===== src/design/triangle_midpoint_subdivider_assert.svh =====
// Assertion macros shared by the subdivider modules.
// Both sample on clk and are disabled while rst_n is low.
`ifndef TRIANGLE_MIDPOINT_SUBDIVIDER_ASSERT_SVH
`define TRIANGLE_MIDPOINT_SUBDIVIDER_ASSERT_SVH

`ifndef ASSERT_OFF
// Property must hold at every clock edge out of reset
`define TMS_ASSERT(lbl, prop) \
    lbl: assert property (@(posedge clk) disable iff (!rst_n) prop) \
        else $error("tms assertion failed");
// Condition must never be true at a clock edge out of reset
`define TMS_NEVER(lbl, cond) \
    lbl: assert property (@(posedge clk) disable iff (!rst_n) !(cond)) \
        else $error("tms forbidden condition seen");
`else
`define TMS_ASSERT(lbl, prop)
`define TMS_NEVER(lbl, cond)
`endif

`endif


===== src/design/tms_pkg.sv =====
`timescale 1ns / 1ps

package tms_pkg;

    // Field widths
    localparam int INDEX_BITS     = 20;
    localparam int COORD_BITS     = 32;
    localparam int CFG_INDEX_BITS = 1;

    // Largest vertex index / slot; counters saturate here
    localparam logic [INDEX_BITS-1:0] IDX_MAX = '1;

    // Triangles held between front and back (power of two)
    localparam int QUEUE_DEPTH = 2;

    // Configuration register indexes
    typedef enum logic [CFG_INDEX_BITS-1:0] {
        REG_BASE_VERTEX   = 1'b0,
        REG_BASE_TRIANGLE = 1'b1
    } cfg_reg_t;

    // Record kinds
    typedef enum logic {
        REC_VERTEX   = 1'b0,
        REC_TRIANGLE = 1'b1
    } rec_kind_t;

    // Record sequence of one triangle
    typedef enum logic [2:0] {
        STEP_AB   = 3'd0,
        STEP_BC   = 3'd1,
        STEP_CA   = 3'd2,
        STEP_OWN  = 3'd3,
        STEP_APP0 = 3'd4,
        STEP_APP1 = 3'd5,
        STEP_APP2 = 3'd6
    } rec_step_t;

    typedef struct packed {
        logic [INDEX_BITS-1:0]        index_a;
        logic [INDEX_BITS-1:0]        index_b;
        logic [INDEX_BITS-1:0]        index_c;
        logic signed [COORD_BITS-1:0] a_x;
        logic signed [COORD_BITS-1:0] a_y;
        logic signed [COORD_BITS-1:0] a_z;
        logic signed [COORD_BITS-1:0] b_x;
        logic signed [COORD_BITS-1:0] b_y;
        logic signed [COORD_BITS-1:0] b_z;
        logic signed [COORD_BITS-1:0] c_x;
        logic signed [COORD_BITS-1:0] c_y;
        logic signed [COORD_BITS-1:0] c_z;
    } in_item_t;

    typedef struct packed {
        logic                         kind;
        logic [INDEX_BITS-1:0]        slot;
        logic signed [COORD_BITS-1:0] pos_x;
        logic signed [COORD_BITS-1:0] pos_y;
        logic signed [COORD_BITS-1:0] pos_z;
        logic [INDEX_BITS-1:0]        corner_first;
        logic [INDEX_BITS-1:0]        corner_second;
        logic [INDEX_BITS-1:0]        corner_third;
        logic                         overflow;
        logic                         last;
    } out_item_t;

    typedef struct packed {
        logic signed [COORD_BITS-1:0] x;
        logic signed [COORD_BITS-1:0] y;
        logic signed [COORD_BITS-1:0] z;
    } vec3_t;

    // One classified triangle: midpoints and every allocated index
    typedef struct packed {
        logic [INDEX_BITS-1:0] idx_a;
        logic [INDEX_BITS-1:0] idx_b;
        logic [INDEX_BITS-1:0] idx_c;
        vec3_t                 mid_ab;
        vec3_t                 mid_bc;
        vec3_t                 mid_ca;
        logic [INDEX_BITS-1:0] vtx_ab;
        logic [INDEX_BITS-1:0] vtx_bc;
        logic [INDEX_BITS-1:0] vtx_ca;
        logic [INDEX_BITS-1:0] own_slot;
        logic [INDEX_BITS-1:0] app_slot0;
        logic [INDEX_BITS-1:0] app_slot1;
        logic [INDEX_BITS-1:0] app_slot2;
        logic                  overflow;
    } job_t;

    // Queue handshake between front and back
    typedef struct packed {
        logic push;
        logic pop;
    } q_ctrl_t;

    typedef struct packed {
        logic full;
        logic head_valid;
    } q_status_t;

endpackage


===== src/design/tms_front.sv =====
`timescale 1ns / 1ps

module tms_front (
    input  logic                                    clk,
    input  logic                                    rst_n,
    input  logic                                    cfg_we,
    input  logic [tms_pkg::CFG_INDEX_BITS-1:0]      cfg_index,
    input  logic [tms_pkg::INDEX_BITS-1:0]          cfg_data,
    input  logic                                    in_valid,
    input  tms_pkg::in_item_t                       in_data,
    input  logic                                    q_full,
    output logic                                    push,
    output tms_pkg::job_t                           job
);

    localparam int IB = tms_pkg::INDEX_BITS;
    localparam int CB = tms_pkg::COORD_BITS;

    // floor((p+q)/2) with one guard bit, no overflow
    function automatic logic signed [CB-1:0] midpoint(
        input logic signed [CB-1:0] p,
        input logic signed [CB-1:0] q
    );
        logic signed [CB:0] s;
        s = {p[CB-1], p} + {q[CB-1], q};
        return s[CB:1];
    endfunction

    // v + k, held at the maximum
    function automatic logic [IB-1:0] sat_add(
        input logic [IB-1:0] v,
        input logic [1:0]    k
    );
        logic [IB:0] s;
        s = {1'b0, v} + {{(IB-1){1'b0}}, k};
        return (s >= {1'b0, tms_pkg::IDX_MAX}) ? tms_pkg::IDX_MAX : s[IB-1:0];
    endfunction

    // true when an allocation at v + k finds the counter at its maximum
    function automatic logic hits_max(
        input logic [IB-1:0] v,
        input logic [1:0]    k
    );
        logic [IB:0] s;
        s = {1'b0, v} + {{(IB-1){1'b0}}, k};
        return s >= {1'b0, tms_pkg::IDX_MAX};
    endfunction

    logic [IB-1:0] base_vertex_reg,   base_vertex_next;
    logic [IB-1:0] base_triangle_reg, base_triangle_next;
    logic [IB-1:0] next_vertex_reg,   next_vertex_next;
    logic [IB-1:0] next_append_reg,   next_append_next;
    logic [IB-1:0] input_slot_reg,    input_slot_next;
    logic          overflow_reg,      overflow_next;
    logic          reload;
    logic          ovf_now;

    assign push = in_valid && !q_full;

    // this triangle's overflow, after all seven allocations
    assign ovf_now = overflow_reg
                   || hits_max(next_vertex_reg, 2'd2)
                   || hits_max(input_slot_reg, 2'd0)
                   || hits_max(next_append_reg, 2'd2);

    // classify: midpoints and allocations
    always_comb
    begin
        job.idx_a     = in_data.index_a;
        job.idx_b     = in_data.index_b;
        job.idx_c     = in_data.index_c;
        job.mid_ab.x  = midpoint(in_data.a_x, in_data.b_x);
        job.mid_ab.y  = midpoint(in_data.a_y, in_data.b_y);
        job.mid_ab.z  = midpoint(in_data.a_z, in_data.b_z);
        job.mid_bc.x  = midpoint(in_data.b_x, in_data.c_x);
        job.mid_bc.y  = midpoint(in_data.b_y, in_data.c_y);
        job.mid_bc.z  = midpoint(in_data.b_z, in_data.c_z);
        job.mid_ca.x  = midpoint(in_data.c_x, in_data.a_x);
        job.mid_ca.y  = midpoint(in_data.c_y, in_data.a_y);
        job.mid_ca.z  = midpoint(in_data.c_z, in_data.a_z);
        job.vtx_ab    = sat_add(next_vertex_reg, 2'd0);
        job.vtx_bc    = sat_add(next_vertex_reg, 2'd1);
        job.vtx_ca    = sat_add(next_vertex_reg, 2'd2);
        job.own_slot  = input_slot_reg;
        job.app_slot0 = sat_add(next_append_reg, 2'd0);
        job.app_slot1 = sat_add(next_append_reg, 2'd1);
        job.app_slot2 = sat_add(next_append_reg, 2'd2);
        job.overflow  = ovf_now;
    end

    // register writes and counter update
    always_comb
    begin
        base_vertex_next   = base_vertex_reg;
        base_triangle_next = base_triangle_reg;
        reload             = 1'b0;
        if (cfg_we)
        begin
            case (cfg_index)
                tms_pkg::REG_BASE_VERTEX:
                begin
                    base_vertex_next = cfg_data;
                    reload           = 1'b1;
                end
                tms_pkg::REG_BASE_TRIANGLE:
                begin
                    base_triangle_next = cfg_data;
                    reload             = 1'b1;
                end
                default:
                begin
                    reload = 1'b0;
                end
            endcase
        end

        next_vertex_next = next_vertex_reg;
        next_append_next = next_append_reg;
        input_slot_next  = input_slot_reg;
        overflow_next    = overflow_reg;
        if (reload)
        begin
            next_vertex_next = base_vertex_next;
            next_append_next = base_triangle_next;
            input_slot_next  = '0;
            overflow_next    = 1'b0;
        end
        else if (push)
        begin
            next_vertex_next = sat_add(next_vertex_reg, 2'd3);
            next_append_next = sat_add(next_append_reg, 2'd3);
            input_slot_next  = sat_add(input_slot_reg, 2'd1);
            overflow_next    = ovf_now;
        end
    end

    always_ff @(posedge clk or negedge rst_n)
    begin
        if (!rst_n)
        begin
            base_vertex_reg   <= '0;
            base_triangle_reg <= '0;
            next_vertex_reg   <= '0;
            next_append_reg   <= '0;
            input_slot_reg    <= '0;
            overflow_reg      <= 1'b0;
        end
        else
        begin
            base_vertex_reg   <= base_vertex_next;
            base_triangle_reg <= base_triangle_next;
            next_vertex_reg   <= next_vertex_next;
            next_append_reg   <= next_append_next;
            input_slot_reg    <= input_slot_next;
            overflow_reg      <= overflow_next;
        end
    end

endmodule


===== src/design/tms_queue.sv =====
`timescale 1ns / 1ps

`include "triangle_midpoint_subdivider_assert.svh"

module tms_queue (
    input  logic                clk,
    input  logic                rst_n,
    input  tms_pkg::q_ctrl_t    ctrl,
    input  tms_pkg::job_t       wr_job,
    output tms_pkg::q_status_t  status,
    output tms_pkg::job_t       head_job
);

    localparam int DEPTH    = tms_pkg::QUEUE_DEPTH;
    localparam int PTR_BITS = (DEPTH > 1) ? $clog2(DEPTH) : 1;
    localparam int CNT_BITS = $clog2(DEPTH + 1);

    tms_pkg::job_t        slots_reg [DEPTH];
    logic [PTR_BITS-1:0]  wr_ptr_reg, wr_ptr_next;
    logic [PTR_BITS-1:0]  rd_ptr_reg, rd_ptr_next;
    logic [CNT_BITS-1:0]  count_reg,  count_next;

    assign status.full       = (count_reg == CNT_BITS'(DEPTH));
    assign status.head_valid = (count_reg != '0);
    assign head_job          = slots_reg[rd_ptr_reg];

    // pointers wrap naturally since the depth is a power of two
    always_comb
    begin
        wr_ptr_next = ctrl.push ? wr_ptr_reg + PTR_BITS'(1) : wr_ptr_reg;
        rd_ptr_next = ctrl.pop  ? rd_ptr_reg + PTR_BITS'(1) : rd_ptr_reg;
        case ({ctrl.push, ctrl.pop})
            2'b10:   count_next = count_reg + CNT_BITS'(1);
            2'b01:   count_next = count_reg - CNT_BITS'(1);
            default: count_next = count_reg;
        endcase
    end

    always_ff @(posedge clk or negedge rst_n)
    begin
        if (!rst_n)
        begin
            wr_ptr_reg <= '0;
            rd_ptr_reg <= '0;
            count_reg  <= '0;
        end
        else
        begin
            wr_ptr_reg <= wr_ptr_next;
            rd_ptr_reg <= rd_ptr_next;
            count_reg  <= count_next;
        end
    end

    // storage, no reset needed
    always_ff @(posedge clk)
    begin
        if (ctrl.push)
        begin
            slots_reg[wr_ptr_reg] <= wr_job;
        end
    end

    `TMS_NEVER(a_q_overfill, count_reg > CNT_BITS'(DEPTH))
    `TMS_NEVER(a_q_push_full, ctrl.push && status.full)
    `TMS_NEVER(a_q_pop_empty, ctrl.pop && !status.head_valid)

endmodule


===== src/design/tms_back.sv =====
`timescale 1ns / 1ps

`include "triangle_midpoint_subdivider_assert.svh"

module tms_back (
    input  logic                clk,
    input  logic                rst_n,
    input  logic                q_valid,
    input  tms_pkg::job_t       job,
    output logic                q_pop,
    output logic                out_valid,
    input  logic                out_stall,
    output tms_pkg::out_item_t  out_data
);

    tms_pkg::rec_step_t  step_reg, step_next;
    tms_pkg::out_item_t  rec;
    tms_pkg::out_item_t  out_data_reg;
    logic                out_valid_reg, out_valid_next;
    logic                load;

    // output register takes a record when empty or being drained
    assign load      = q_valid && (!out_valid_reg || !out_stall);
    assign out_valid = out_valid_reg;
    assign out_data  = out_data_reg;

    // record selection and sequence
    always_comb
    begin
        rec               = '0;
        rec.overflow      = job.overflow;
        step_next         = step_reg;
        q_pop             = 1'b0;
        out_valid_next    = load || (out_valid_reg && out_stall);
        case (step_reg)
            tms_pkg::STEP_AB:
            begin
                rec.kind  = tms_pkg::REC_VERTEX;
                rec.slot  = job.vtx_ab;
                rec.pos_x = job.mid_ab.x;
                rec.pos_y = job.mid_ab.y;
                rec.pos_z = job.mid_ab.z;
                step_next = load ? tms_pkg::STEP_BC : step_reg;
            end
            tms_pkg::STEP_BC:
            begin
                rec.kind  = tms_pkg::REC_VERTEX;
                rec.slot  = job.vtx_bc;
                rec.pos_x = job.mid_bc.x;
                rec.pos_y = job.mid_bc.y;
                rec.pos_z = job.mid_bc.z;
                step_next = load ? tms_pkg::STEP_CA : step_reg;
            end
            tms_pkg::STEP_CA:
            begin
                rec.kind  = tms_pkg::REC_VERTEX;
                rec.slot  = job.vtx_ca;
                rec.pos_x = job.mid_ca.x;
                rec.pos_y = job.mid_ca.y;
                rec.pos_z = job.mid_ca.z;
                step_next = load ? tms_pkg::STEP_OWN : step_reg;
            end
            tms_pkg::STEP_OWN:
            begin
                rec.kind          = tms_pkg::REC_TRIANGLE;
                rec.slot          = job.own_slot;
                rec.corner_first  = job.idx_a;
                rec.corner_second = job.vtx_ab;
                rec.corner_third  = job.vtx_ca;
                step_next         = load ? tms_pkg::STEP_APP0 : step_reg;
            end
            tms_pkg::STEP_APP0:
            begin
                rec.kind          = tms_pkg::REC_TRIANGLE;
                rec.slot          = job.app_slot0;
                rec.corner_first  = job.vtx_ab;
                rec.corner_second = job.idx_b;
                rec.corner_third  = job.vtx_bc;
                step_next         = load ? tms_pkg::STEP_APP1 : step_reg;
            end
            tms_pkg::STEP_APP1:
            begin
                rec.kind          = tms_pkg::REC_TRIANGLE;
                rec.slot          = job.app_slot1;
                rec.corner_first  = job.vtx_ca;
                rec.corner_second = job.vtx_bc;
                rec.corner_third  = job.idx_c;
                step_next         = load ? tms_pkg::STEP_APP2 : step_reg;
            end
            tms_pkg::STEP_APP2:
            begin
                rec.kind          = tms_pkg::REC_TRIANGLE;
                rec.slot          = job.app_slot2;
                rec.corner_first  = job.vtx_ca;
                rec.corner_second = job.vtx_ab;
                rec.corner_third  = job.vtx_bc;
                rec.last          = 1'b1;
                q_pop             = load;
                step_next         = load ? tms_pkg::STEP_AB : step_reg;
            end
            default:
            begin
                step_next = tms_pkg::STEP_AB;
            end
        endcase
    end

    always_ff @(posedge clk or negedge rst_n)
    begin
        if (!rst_n)
        begin
            step_reg      <= tms_pkg::STEP_AB;
            out_valid_reg <= 1'b0;
        end
        else
        begin
            step_reg      <= step_next;
            out_valid_reg <= out_valid_next;
        end
    end

    // output payload
    always_ff @(posedge clk)
    begin
        if (load)
        begin
            out_data_reg <= rec;
        end
    end

    `TMS_ASSERT(a_b_head_held, (step_reg != tms_pkg::STEP_AB) |-> q_valid)
    `TMS_ASSERT(a_b_vertex_not_last, (out_valid_reg && (out_data_reg.kind == tms_pkg::REC_VERTEX)) |-> !out_data_reg.last)
    `TMS_ASSERT(a_b_last_ends_seq, (out_valid_reg && out_data_reg.last) |-> (step_reg == tms_pkg::STEP_AB))

endmodule


===== src/design/triangle_midpoint_subdivider.sv =====
`timescale 1ns / 1ps

// Channel   Direction  Beat                   Handshake
// cfg       in         register write         cfg_we (no wait)
// in        in         one triangle           in_valid / in_stall
// out       out        one vertex/tri record  out_valid / out_stall
//
// Each triangle yields seven output beats, so the single result port limits
// how fast triangles can be taken in a sustained stream.
// First record passes through the queue and then the output register before it is visible.
// A two-entry triangle queue sits between intake and record emission;
// in_stall rises only when it is full. Reset empties it and zeros counters.
// out_stall holds the output register; intake keeps going until the queue fills.

module triangle_midpoint_subdivider (
    input  logic                                clk,
    input  logic                                rst_n,
    input  logic                                cfg_we,
    input  logic [tms_pkg::CFG_INDEX_BITS-1:0]  cfg_index,
    input  logic [tms_pkg::INDEX_BITS-1:0]      cfg_data,
    input  logic                                in_valid,
    output logic                                in_stall,
    input  tms_pkg::in_item_t                   in_data,
    output logic                                out_valid,
    input  logic                                out_stall,
    output tms_pkg::out_item_t                  out_data
);

    tms_pkg::q_ctrl_t    q_ctrl;
    tms_pkg::q_status_t  q_status;
    tms_pkg::job_t       front_job;
    tms_pkg::job_t       head_job;
    logic                push;
    logic                pop;

    assign in_stall    = q_status.full;
    assign q_ctrl.push = push;
    assign q_ctrl.pop  = pop;

    // intake, midpoint math and index allocation
    tms_front u_front (
        .clk       (clk),
        .rst_n     (rst_n),
        .cfg_we    (cfg_we),
        .cfg_index (cfg_index),
        .cfg_data  (cfg_data),
        .in_valid  (in_valid),
        .in_data   (in_data),
        .q_full    (q_status.full),
        .push      (push),
        .job       (front_job)
    );

    // classified triangles waiting for emission
    tms_queue u_queue (
        .clk      (clk),
        .rst_n    (rst_n),
        .ctrl     (q_ctrl),
        .wr_job   (front_job),
        .status   (q_status),
        .head_job (head_job)
    );

    // seven-record sequencer and output register
    tms_back u_back (
        .clk       (clk),
        .rst_n     (rst_n),
        .q_valid   (q_status.head_valid),
        .job       (head_job),
        .q_pop     (pop),
        .out_valid (out_valid),
        .out_stall (out_stall),
        .out_data  (out_data)
    );

endmodule


===== config.mk =====
export PLATFORM = sky130hd
export DESIGN_NAME = triangle_midpoint_subdivider
export DESIGN_NICKNAME = d
export VERILOG_FILES = /design/src/design/tms_pkg.sv /design/src/design/tms_front.sv /design/src/design/tms_queue.sv /design/src/design/tms_back.sv /design/src/design/triangle_midpoint_subdivider.sv
export VERILOG_INCLUDE_DIRS = /design/src /design/src/design
export SDC_FILE = /design/constraint.sdc
export NUM_CORES = 2
export LEC_CHECK = 0
export BUFFER_PORTS_ARGS = -buffer_cell sky130_fd_sc_hd__buf_4
export CORE_UTILIZATION = 56
export DETAILED_ROUTE_END_ITERATION = 6
export GPL_TIMING_DRIVEN = 0
export PLACE_DENSITY = 0.77
export SYNTH_ARGS = -nofsm -noshare
export SYNTH_HDL_FRONTEND = slang
export SYNTH_SLANG_ARGS = --single-unit

===== constraint.sdc =====
create_clock -name clk -period 40 [get_ports clk]
set_input_delay 4 -clock clk [delete_from_list [all_inputs] [get_ports clk]]
set_output_delay 4 -clock clk [all_outputs]
set_load 0.02 [all_outputs]

### Yosys cells after proc, flatten, opt, wreduce, memory -nomap -nowiden

Memory sizes are Yosys's and may differ from the RTL's.
Index checks and enable logic that the tools add are counted.

* add/sub/neg operators: 20
* order comparisons: 10
* equality and inequality tests: 16
* muxes and demuxes: 38
* reduce and logical (&&, ||, !) cells: 16

Operator list (count)
* $mux 20: 19
* $add 32x32->33: 9
* $pmux 96 s3: 1
* $pmux 60 s4: 1
* $ge 21x20->1 const B: 7
* $pmux 21 s7: 1
* $add 20x2->21 const B: 4
* $add 20x1->21 const B: 3
* $ge 20x20->1 const B: 3
* $mux 3: 7
* $pmux 3 s7: 1
* $ne 2x1->1 const B: 7
* $eq 3x3->1 const B: 3
* $mux 1: 7
* $reduce_and 7->1: 1
* $eq 3x2->1 const B: 2
* $reduce_bool 2->1: 3
* $logic_or 1x1->1: 5
* $eq 2x2->1 const B: 2
* $pmux 2 s2: 1
* $eq 3x1->1 const B: 1
* $logic_and 1x1->1: 3
* $logic_not 1->1: 3
* $logic_not 3->1: 1
* 4 further kinds: 5

* flip-flop bits (word level): 288
* memory bits (writable): 978
* input bits: 374
* output and inout bits: 181
* word-level logic and storage cells: 122
* memories kept: 1

Memories
* u_queue.slots_reg: depth 2, bits a word 489, rd ports 1, clocked after memory_dff 0, write ports 1, RTL line tms_queue.sv:18 `tms_pkg::job_t slots_reg [DEPTH];`

### Depth between registers and ports, before layout

* depth in word-level cells: 7
* depth in mapped cells: 12
* depth with buffers taken out: 11

### Hierarchy

Synthesis repeated with hierarchy kept, for this count alone.

* cells, all modules: 5558
* area, all modules: 68904.8 um2

Modules (own cells, without submodules)
* tms_queue: instances 1, cells an instance 1538, area each 35861.9 um2, sequential area each 29468.3 um2
* tms_front: instances 1, cells an instance 3010, area each 22088.7 um2, sequential area each 2527.4 um2
* tms_back: instances 1, cells an instance 1010, area each 10954.3 um2, sequential area each 5475.3 um2

### Least setup slack after synthesis

Ideal clock, no wire load.

* path kind: input-to-reg
* from: input port in_valid
* to: memory u_queue.slots_reg[0][0] (netlist name) (enable)
* setup time: 1.355 ns
* data arrival time: 24.779 ns
* data required time: 38.645 ns
* path slack: 13.866 ns
* stages: 4
* buffers on the path: 1
* cells stage by stage: and2_1 -> clkinv_1 -> clkbuf_1 -> nor2_1

* word-level cells in the longest chain between the ends: 3

Ends and longest elaborated chain
* start: declaration: RTL line triangle_midpoint_subdivider.sv:21 `input logic in_valid,`
* $logic_and 1x1->1: RTL line tms_front.sv:58 `assign push = in_valid && !q_full;`
* $mux 1: RTL line tms_queue.sv:58 `if (ctrl.push)`
* $mux 1 (not written as such): RTL line tms_queue.sv:60 `slots_reg[wr_ptr_reg] <= wr_job;`
* end: declaration: RTL line tms_queue.sv:18

No other way between the ends.

==> flow_metrics.tcl <==
set metrics [dict create \
    status "finished with violations" \
    violations "max-capacitance violations, max-slew violations" \
    nets 6684 \
    grt_overflow 0 \
    clock-root-buffer "clkbuf_16" \
    post_synth.cell_area_avg_um2 12.2 \
    ir_drop_v 0.0000561 \
    timing.hold.worst_path_depth 0 \
    max-slew-margin-rel_pct -8.97 \
    largest_register_ff_count 978 \
    clk-insertion-delay-late_ns 0.76 \
    grt_first_pass_wirelength_um 321000 \
    cts_max_path_buffers 3 \
    ant_nets 0 \
    port_buffers 554 \
    seq_area_frac_synth_pct 58.0 \
    cts_hold_buf 0 \
    fin_area_um2 75700 \
    multiInputGateArea_um2 25600 \
    power.share.sequential_pct 38.6 \
    die_w_um 342 \
    synthToLayoutAreaGrowth_pct 17.2 \
    reg2regPathDepth 6 \
    row_count 124 \
    grt_antenna_before_repair 27 \
    numCtsBuffers 120 \
    drt-total-wl_um 228000 \
    synth.top_cells.by_area "edfxtp_1 54%, ha_1 5.7%, dfrtp_1 4.2%" \
    avgViaCountPerCell 6.56 \
    post-dp-hpwl_um 175000 \
    endpoint_of_the_most_critical_register_to_register_path "u_back.out_data[111]" \
    fp.dieH_um 342 \
    io_pins 555 \
    cts_resized 0 \
    first_global_vias 47783 \
    tritoncts "yes" \
    area_post_placement_um2 71500 \
    start_kind "input pin" \
    worstSetupStartpoint "in_data[34]" \
    clkPwrFrac_pct 21.8 \
    pre_cts_slack_ns 31.81 \
    fill_cells 8455 \
    globalRouteTotalUtil_pct 38.3 \
    reg_area_um2 37500 \
    tightestPinTransition_ns 1.59 \
    crit_arrival_ns 7.83 \
    final_layout_size_suffix_gt1_share_pct 15.7 \
    dr_iter_0_viols 6647 \
    critical_path_required_ns 40.34 \
    place_congestion 1.02 \
    tritoncts_num_sinks 1266 \
    vias 50072 \
    crit_type "input pin to register" \
    total_switching_power_mw 2.17 \
    synth_top_area_share_pct 53.8 \
    syn-num-nets 5972 \
    worst_setup_path_end_kind "register" \
    async_reset_ff_share_pct 8.61 \
    path_clk_slew_ns 0.06 \
    crit_path_max_incr_delay_ns 1.08 \
    crit_path_max_fanout 5 \
    power_density_nw_per_um2 72.9 \
    flip_flop_and_latch_count_after_synthesis 1266 \
    internal_dissipation_mw 3.34 \
    switching_share_pct 39.4 \
    initial_core_util_pct 56.5 \
    setup_viol 0 \
    grt_start_max_net_pins 85 \
    synth-warning-count 0 \
    timing.final.hold_violations 0 \
    synth_edf_count 1157 \
    crit_top_cell "o21ai_0" \
    layout_worst_path_cycle_share_pct 18.7 \
    top_cells_by_instance_count_after_synthesis "1157 x edfxtp_1, 477 x nand2_1, 325 x a21oi_1" \
    synth.cell_area_um2 64600 \
    tns_ns 0 \
    layout_setup_ws_ns 32.52 \
    final_period_minus_worst_setup_slack_ns 7.48 \
    cp_cell_sequence "buf_4 -> ha_1 -> nor2b_1 -> o21ai_0 -> a21boi_0 -> o21ai_0 -> o21ai_1 -> a31oi_1 -> a2111oi_2 -> nand2b_1 -> o311ai_0" \
    drv.max_cap_violation_count 1 \
    max_freq_ghz 0.134 \
    post-route-drc-count 0 \
    whs_ns 0.467 \
    yosysUniqueCellTypes 94 \
    core_area_um2 114000 \
    post-layout-total-power_mw 5.51 \
    drt-pass1-iter-count 6 \
    timing_max_transition_violations_final 5 \
    r2r_start "u_queue.rd_ptr_reg" \
    worst_clock_skew_ns 0.0448 \
    die-area_um2 117000 \
    critical_path.slowest_cell "o311ai_0" \
    power_frac_comb_pct 39.6 \
    crit_end "u_queue.slots_reg[0][198]" \
    synth_top_cell_by_area "edfxtp_1" \
    rsz0062_at_grt "no" \
    yosys.cell_count.top_type "edfxtp_1" \
    ff2ff_setup_slack_ns 35.30 \
    leakage_nw 28.6 \
    postCtsSetupRepairBufs 0 \
    class_of_the_tightest_hold_or_removal_check "register to register" \
    postSynth.topFlopCell "edfxtp_1" \
    synthesis.instances 5293 \
    route.detailed.wl_per_inst_um 29.9 \
    cts.htree.levels 3 \
]
## power groups by stage
stage	Combinational [mW]	Sequential (mW)	Clock [mW]
3_3_place_gp	2.02	2.48	0
4_1_cts	2.13	2.12	1.20
5_1_grt	2.25	2.15	1.25
2_1_floorplan	1.03	2.42	0
3_5_place_dp	2.12	2.14	0
6_report	2.18	2.13	1.20
## how the worst min path moves through the flow
stage / slack (ns) / startpoint / end
final: 0.47 / u_front.input_slot_reg[5] / u_queue.slots_reg[1][66]
after global routing: 0.49 / u_front.input_slot_reg[5] / u_queue.slots_reg[1][66]
after CTS: 0.46 / u_front.input_slot_reg[5] / u_queue.slots_reg[1][66]
after detailed placement: 0.45 / u_front.input_slot_reg[5] / u_queue.slots_reg[1][66]
after global placement: 0.46 / u_front.input_slot_reg[7] / u_queue.slots_reg[1][68]
after floorplan: 0.44 / u_front.input_slot_reg[5] / u_queue.slots_reg[0][66]
## per-layer routing
layer | vias up | share of wire [%] | global-route usage, % | wire length (um)
li1 | 21884 | - | - | -
met1 | 24240 | 36 | 48.3 | 83000
met2 | 3285 | 46 | 61.4 | 106000
met3 | 635 | 11 | 8.28 | 25000
met4 | 28 | 6.3 | 21.5 | 14400
met5 | - | 0.081 | 0 | 185
## placed cells by master, fill, tap and decap left out, drive strengths merged, types with 109 or more instances in the layout
cell	n
a31oi	134
clkbuf	373
o21ai	220
mux2i	179
a21o	131
ha	296
xor2	111
dfrtp	109
edfxtp	1157
buf	653
a22o	120
a211oi	131
xnor2	202
o22ai	120
inv	115
nand2	477
a21oi	330
nor2	228
## stage by stage
| step | std cells | utilization (%) |
|---|---|---|
| after floorplan | 5293 | - |
| after global placement | 7359 | 61.7 |
| after detailed placement | 7395 | 62.5 |
| after CTS | 7623 | 66.1 |
| after global routing | 7628 | 66.2 |
| final | 7634 | 66.2 |
## critical path, delay by kind of cell
kind,cells,cell delay (ns)
compound gates,7,3.03
fa+ha+maj,1,0.33
buf+inv,1,0.12
simple gates,2,0.34
## final cells by class
class	instances	area share, %
Multi-Input combinational cell	3633	33.8
Tap cell	1512	2.50
Inverter	110	0.546
Clock inverter	76	1.28
Buffer	284	1.48
Sequential cell	1266	49.5
Timing Repair Buffer	590	6.59
Clock buffer	152	4.25
Antenna cell	11	0.0364
## logic make-up after synthesis
| logic type | synth area share [%] |
|---|---|
| fa+ha+maj | 6.02 |
| compound gates | 16.5 |
| flops | 58.0 |
| buf+inv | 2.37 |
| simple gates | 8.78 |
| xor+xnor | 4.25 |
| mux | 4.08 |
(Power assumes the default switching activity.)
